## src/hw/rtl/htld_pkg.sv

```systemverilog
// htld_pkg: shared command codes, status codes and the queued command type
// for the in-band Huffman tree load and decode core. No dependencies.
package htld_pkg;

  // command codes, equal to the kind field of an input transaction
  localparam logic [1:0] OP_SHAPE = 2'd0;
  localparam logic [1:0] OP_NAME  = 2'd1;
  localparam logic [1:0] OP_CODE  = 2'd2;
  localparam logic [1:0] OP_CLEAR = 2'd3;

  // result status codes
  localparam logic [1:0] STAT_DECODED  = 2'd0;
  localparam logic [1:0] STAT_PHASE    = 2'd1;
  localparam logic [1:0] STAT_OVERFLOW = 2'd2;
  localparam logic [1:0] STAT_LOADED   = 2'd3;

  localparam int SYM_W = 8;

  // classified command held in the queue between front and back
  typedef struct packed {
    logic [1:0]       op;
    logic             dbit;  // shape bit or code bit, depending on op
    logic [SYM_W-1:0] sym;
  } cmd_t;

endpackage

```

## src/hw/rtl/htld_front.sv

```systemverilog
// htld_front: accepts input transactions, classifies them into commands and
// holds them in a two-entry queue for the back end. Depends on htld_pkg.
module htld_front import htld_pkg::*; (
  input  logic        clk,
  input  logic        rst_n,
  input  logic        in_tvalid,
  output logic        in_tready,
  input  logic [15:0] in_tdata,   // [0] shape_bit, [8:1] leaf_symbol, [9] code_bit
  input  logic [1:0]  in_tuser,   // [1:0] kind
  output logic        q_valid,
  input  logic        q_ready,
  output cmd_t        q_cmd
);

  cmd_t       q_mem_r [2];
  logic       wr_ptr_r;
  logic       rd_ptr_r;
  logic [1:0] cnt_r;
  logic [1:0] cnt_nxt;
  cmd_t       cmd_in;
  logic       push;
  logic       pop;

  // classify: keep the one bit that the kind uses
  always_comb begin
    cmd_in.op   = in_tuser;
    cmd_in.dbit = (in_tuser == OP_CODE) ? in_tdata[9] : in_tdata[0];
    cmd_in.sym  = in_tdata[8:1];
  end

  assign in_tready = (cnt_r != 2'd2);
  assign push      = in_tvalid & in_tready;
  assign q_valid   = (cnt_r != 2'd0);
  assign pop       = q_valid & q_ready;
  assign q_cmd     = q_mem_r[rd_ptr_r];

  always_comb begin
    cnt_nxt = cnt_r;
    if (push && !pop) begin
      cnt_nxt = cnt_r + 2'd1;
    end else if (pop && !push) begin
      cnt_nxt = cnt_r - 2'd1;
    end
  end

  // queue storage
  always_ff @(posedge clk) begin
    if (push) begin
      q_mem_r[wr_ptr_r] <= cmd_in;
    end
  end

  // queue pointers
  always_ff @(posedge clk) begin
    if (!rst_n) begin
      wr_ptr_r <= 1'b0;
      rd_ptr_r <= 1'b0;
      cnt_r    <= 2'd0;
    end else begin
      if (push) begin
        wr_ptr_r <= ~wr_ptr_r;
      end
      if (pop) begin
        rd_ptr_r <= ~rd_ptr_r;
      end
      cnt_r <= cnt_nxt;
    end
  end

endmodule

```

## config.mk

```make
export PLATFORM = sky130hd
export DESIGN_NAME = htld_front
export DESIGN_NICKNAME = d
export VERILOG_FILES = /design/src/hw/rtl/htld_pkg.sv /design/src/hw/rtl/htld_front.sv
export SDC_FILE = /design/constraint.sdc
export NUM_CORES = 1
export LEC_CHECK = 0
export BUFFER_PORTS_ARGS = -buffer_cell sky130_fd_sc_hd__buf_2
export CAP_MARGIN = 20
export CORE_MARGIN = 1.5
export CORE_UTILIZATION = 52
export DETAILED_ROUTE_END_ITERATION = 6
export GPL_TIMING_DRIVEN = 0
export PLACE_DENSITY = 0.82
export SETUP_SLACK_MARGIN = 0.5
export SLEW_MARGIN = 20
export SYNTH_ARGS = -nofsm -noshare
export SYNTH_HDL_FRONTEND = slang
export SYNTH_SLANG_ARGS = --single-unit
```

## constraint.sdc

```tcl
create_clock -name clk -period 4 [get_ports clk]
set_clock_uncertainty 0.15 [all_clocks]
set_input_delay 0.6 -clock clk [delete_from_list [all_inputs] [get_ports clk]]
set_output_delay 0.6 -clock clk [all_outputs]
set_load 0.02 [all_outputs]
```

==> Word-level counts from Yosys, hierarchy flattened <==
Memory sizes are Yosys's and may differ from the RTL's. A register that Yosys moved wholly into a read port is not among the register bits.
Cells that the tools add are included.
W data, S select, Z words.
{ "op_classes": {"eq_ne": 2, "n_addsub": 2, "muxes": 7, "bitwise": 4, "n_reduce_logical": 6} }
{ "ops": {"columns": ["cell", "count"], "rows": [
  ["$mux W1", 5],
  ["$mux W2", 2],
  ["$reduce_bool A2 Y1", 2],
  ["$add A2 B1 Y2 const B", 1],
  ["$and A1 B1 Y1", 2],
  ["$eq A2 B2 Y1 const B", 1],
  ["$logic_and A1 B1 Y1", 2],
  ["$logic_not A1 Y1", 2],
  ["$ne A2 B2 Y1 const B", 1],
  ["$not A1 Y1", 2],
  ["$sub A2 B1 Y2 const B", 1]
]} }
{ "totals": {"ram_bits": 22, "wordCells": 25, "memories": 1, "register_bits": 4} }
{ "memory_table": {"columns": ["memory", "words", "width", "read_ports", "rd_ports_with_merged_regs", "wr", "line", "text"], "rows": [
  ["q_mem_r", 2, 11, 1, 1, 1, "htld_front.sv:15", "cmd_t q_mem_r [2];"]
]} }

==> Logic depth before layout (Yosys ltp) <==
{ "depth": {"ltp_word": 6, "ltp_mapped": 6} }

==> Worst setup path before layout <==
OpenSTA, ideal clock, no wires.
{ "synth_timing": {"path_kind": "input to register", "from": "input in_tvalid", "to": "register cnt_r[1]", "path_stages": 4, "setup_time_ns": 0.070, "arrival_time_ns": 1.493, "setup_slack_ns": 2.287, "cell_sequence": "and2_1 ha_1 or3_1 a21boi_1"} }
{ "synth_via": {"elab_chain_len": 4, "word_cells_on_any_way": 6, "classes_between": "1 x mux; 1 x bitwise; 4 x reduce/logical"} }
{ "synth_lines": {"columns": ["element", "line", "text"], "rows": [
  ["start, declared", "htld_front.sv:6", "input logic in_tvalid,"],
  ["$and A1 B1 Y1 *", "htld_front.sv:32", "assign push = in_tvalid & in_tready;"],
  ["$logic_not A1 Y1", "htld_front.sv:41", "end else if (pop && !push) begin"],
  ["$logic_and A1 B1 Y1", "htld_front.sv:41", null],
  ["$reduce_bool A2 Y1 (no source line)", null, null],
  ["end signal, assigned", "htld_front.sv:66", "cnt_r <= cnt_nxt;"],
  ["end, declared", "htld_front.sv:18", "logic [1:0] cnt_r;"]
]} }
Every way passes the cells marked *; elsewhere a longest branch is shown, timed or not.
A chain may end at the register's enable or synchronous reset.

==> summary.md <==
| Metric | Value |
|---|---|
| Status | complete, no violations |
| Area Overhead vs Synth | 19.4% |
| Total gr overflow | 0 |
| Critical path type | reg -> out |
| Yosys top cell by area | edfxtp_1 |
| Post-synth top area share | between 60% and 70% |
| Detailed-route DRC error count | 0 |
| Hold_ws | 311 ps |
| Multi-input gate area | approximately 280 um^2 |
| Power after layout | 0.000755 W |
| Drt pass-1 iters | 4 |
| # hold bufs at CTS | 0 |
| First-pass GRT wire length | 2.13 mm |
| Hpwl dp | approximately 1.1 mm |
| Ranking of synthesized cells by area | edfxtp_1 (63%), mux2_2 (13%), dfxtp_1 (9.5%) |
| # IOs | 35 |
| Routed len/inst | between 10 and 15 um |
| Routed WL | about 1.5 mm |
| Final min period | 2190 ps |
| Max cap viols | 0 |
| Full die area | around 0.0023 mm^2 |
| Initial Util | between 50 and 60% |
| Max Slew Vio Count | 0 |
| Number of nets in the layout | 116 |
| Crit path arrival time | between 1000 and 1500 ps |
| Dominant synthesized flop cell | edfxtp_1 |
| H-tree depth | 1 |
| RSZ-0062 raised after global routing | no |
| Antenna viol nets, final | 0 |
| Root Buffer | clkbuf_4 |
| Row count | 16 |
| Clock buffer depth | 2 |
| PortBufs | 28 |
| FF+latch count, synth | 27 |
| Asr flop ratio synth | 0% |
| Aggregate global-route resource usage | around 14% |
| Worst Setup Start Kind | flip-flop |
| Yosys warns | 0 |
| Skew-Pair Late Insertion Delay | a little over 300 ps |
| Synthesized area per cell | 17.5 um^2 |
| Post-Synthesis Cells | 60 |
| CTS Buf Count | 3 |
| Slowest cell on crit path | mux2_2 |
| Worst path max stage delay | 370 ps |
| Final Util | 65.2% |
| Syn nets | 83 |
| Register area share after synthesis | approximately 72% |
| RD Place Congestion | ~0.66 |
| Initial DRC count | 11 |
| Clock transition at path regs | 140 ps |
| Post-synth top cells | edfxtp_1 (22), mux2_2 (12), dfxtp_1 (5), and2_1 (4), xnor2_1 (2) |
| Pwr Density | around 600 mW/mm^2 |
| Final period util | between 50% and 60% |
| Post-Synthesis Cell Area | ~0.0010 mm^2 |
| Layout cell share with drive strength beyond 1 | between 50% and 60% |
| Vias per Instance | slightly below 5 |
| CTS resizes | 0 |
| Crit path required time | around 3300 ps |
| Initial antenna violation count | 0 |
| Final hold violation count | 0 |
| Clock sinks | 27 |
| Hold WC Path Type | in -> reg |
| # fillers | ~160 |
| Core area | about 0.0019 mm^2 |
| Post-synth EDFFs | 22 |
| Worst-margin pin slew | between 500 and 600 ps |
| Register area | ~760 um^2 |
| Ant diodes | 0 |
| Die Span Y | between 40 and 50 um |
| Pin count of the biggest net entering global routing | 17 |
| Vias in the first global route | around 540 |
| CTS tree | done |
| Die width | 47.9 um |
| Count of cell types in the netlist | 20 |
| Count leader, synth | edfxtp_1 |
| Peak supply drop | 0.346 mV |
| Setup TNS | 0 ps |
| Postcts setup bufs | 0 |
| Routed via count | 577 |
| Type of destination of the critical path | output pin |
| Final setup viols | 0 |
| Max_slew headroom | between 60% and 70% |
| Fmax | 0.457 GHz |
| Crit path cell chain | buf_2, mux2_2, buf_2 |
| Critical path's most frequent cell | buf_2 |
| Lkg Pwr | 0.485 nW |
| Worst-path fanout max | 10 |
## layout by cell type, fill, tap and decap left out, drive strengths merged, types with 2 or more instances in the layout
cell type	netlist	layout
buf	1	29
xnor2	2	2
and2	4	4
dfxtp	5	5
o21ai	2	2
mux2	12	12
edfxtp	22	22
clkbuf	0	3
a21boi	2	2
## through the flow
step	cells	area [um^2]	worst slack (ps)
final	119	1250	1810
after global routing	119	1250	1730
after CTS	119	1250	1780
after detailed placement	115	1220	2070
after floorplan	60	1050	2290
after global placement	115	1220	2140
## power by group
| group | switching [W] | internal, W | leakage, nW | total (W) |
|---|---|---|---|---|
| sequential | 0.0000225 | 0.000355 | 0.247 | 0.000378 |
| combinational | 0.000143 | 0.000121 | 0.225 | 0.000263 |
| clock | 0.0000757 | 0.0000381 | 0.0139 | 0.000114 |
| total | 0.000241 | 0.000514 | 0.485 | 0.000755 |
## path summary, 6_finish.rpt
check | slack (ps) | cells after the start | endpoint | startpoint
setup / recovery | 1810 | 3 | q_cmd[9] | flip-flop
hold / removal | 310 | 1 | q_mem_r[1][3]$_DFFE_PP_ | in_tdata[4]
setup reg to reg | 2240 | 5 | cnt_r[1]$_SDFFE_PN0P_ | cnt_r[0]$_SDFFE_PN0P_
hold reg to reg | 430 | 2 | cnt_r[1]$_SDFFE_PN0P_ | cnt_r[1]$_SDFFE_PN0P_
## final cells by class
type                    count  area share [%]
flip-flops and latches     27            60.7
plain buffers               1           0.399
inverters                   1           0.299
clock buffers               3            1.80
well taps                  27            2.69
repair buffers             28            11.2
clock inverters             1           0.599
multi-input cells          31            22.4
## metal layers
layer	vias up	share of wire [%]	GRT usage, %
met4	0	0.60	6.49
li1	287	-	-
met3	2	3.3	3.40
met2	14	56	24.3
met5	-	0	0
met1	274	40	16.2
## critical path: cells and delay by family, from the launching register on
family   cells  cell delay (ps)
mux          1              370
flops        1              350
buf+inv      2              410
## registers in the layout (all words and copies together) (netlist names), named ones only
register and count:
cnt_r 2, q_mem_r 22, rd_ptr_r 1, wr_ptr_r 1
## cells by family after synthesis
kind of cell	count (synthesis)	synth area share, %
simple gates	10	6.79
buf+inv	2	0.834
compound gates	5	3.34
flops	27	72.5
fa+ha+maj	1	1.19
xor+xnor	3	2.50
mux	12	12.9
(Power assumes the default switching activity.)
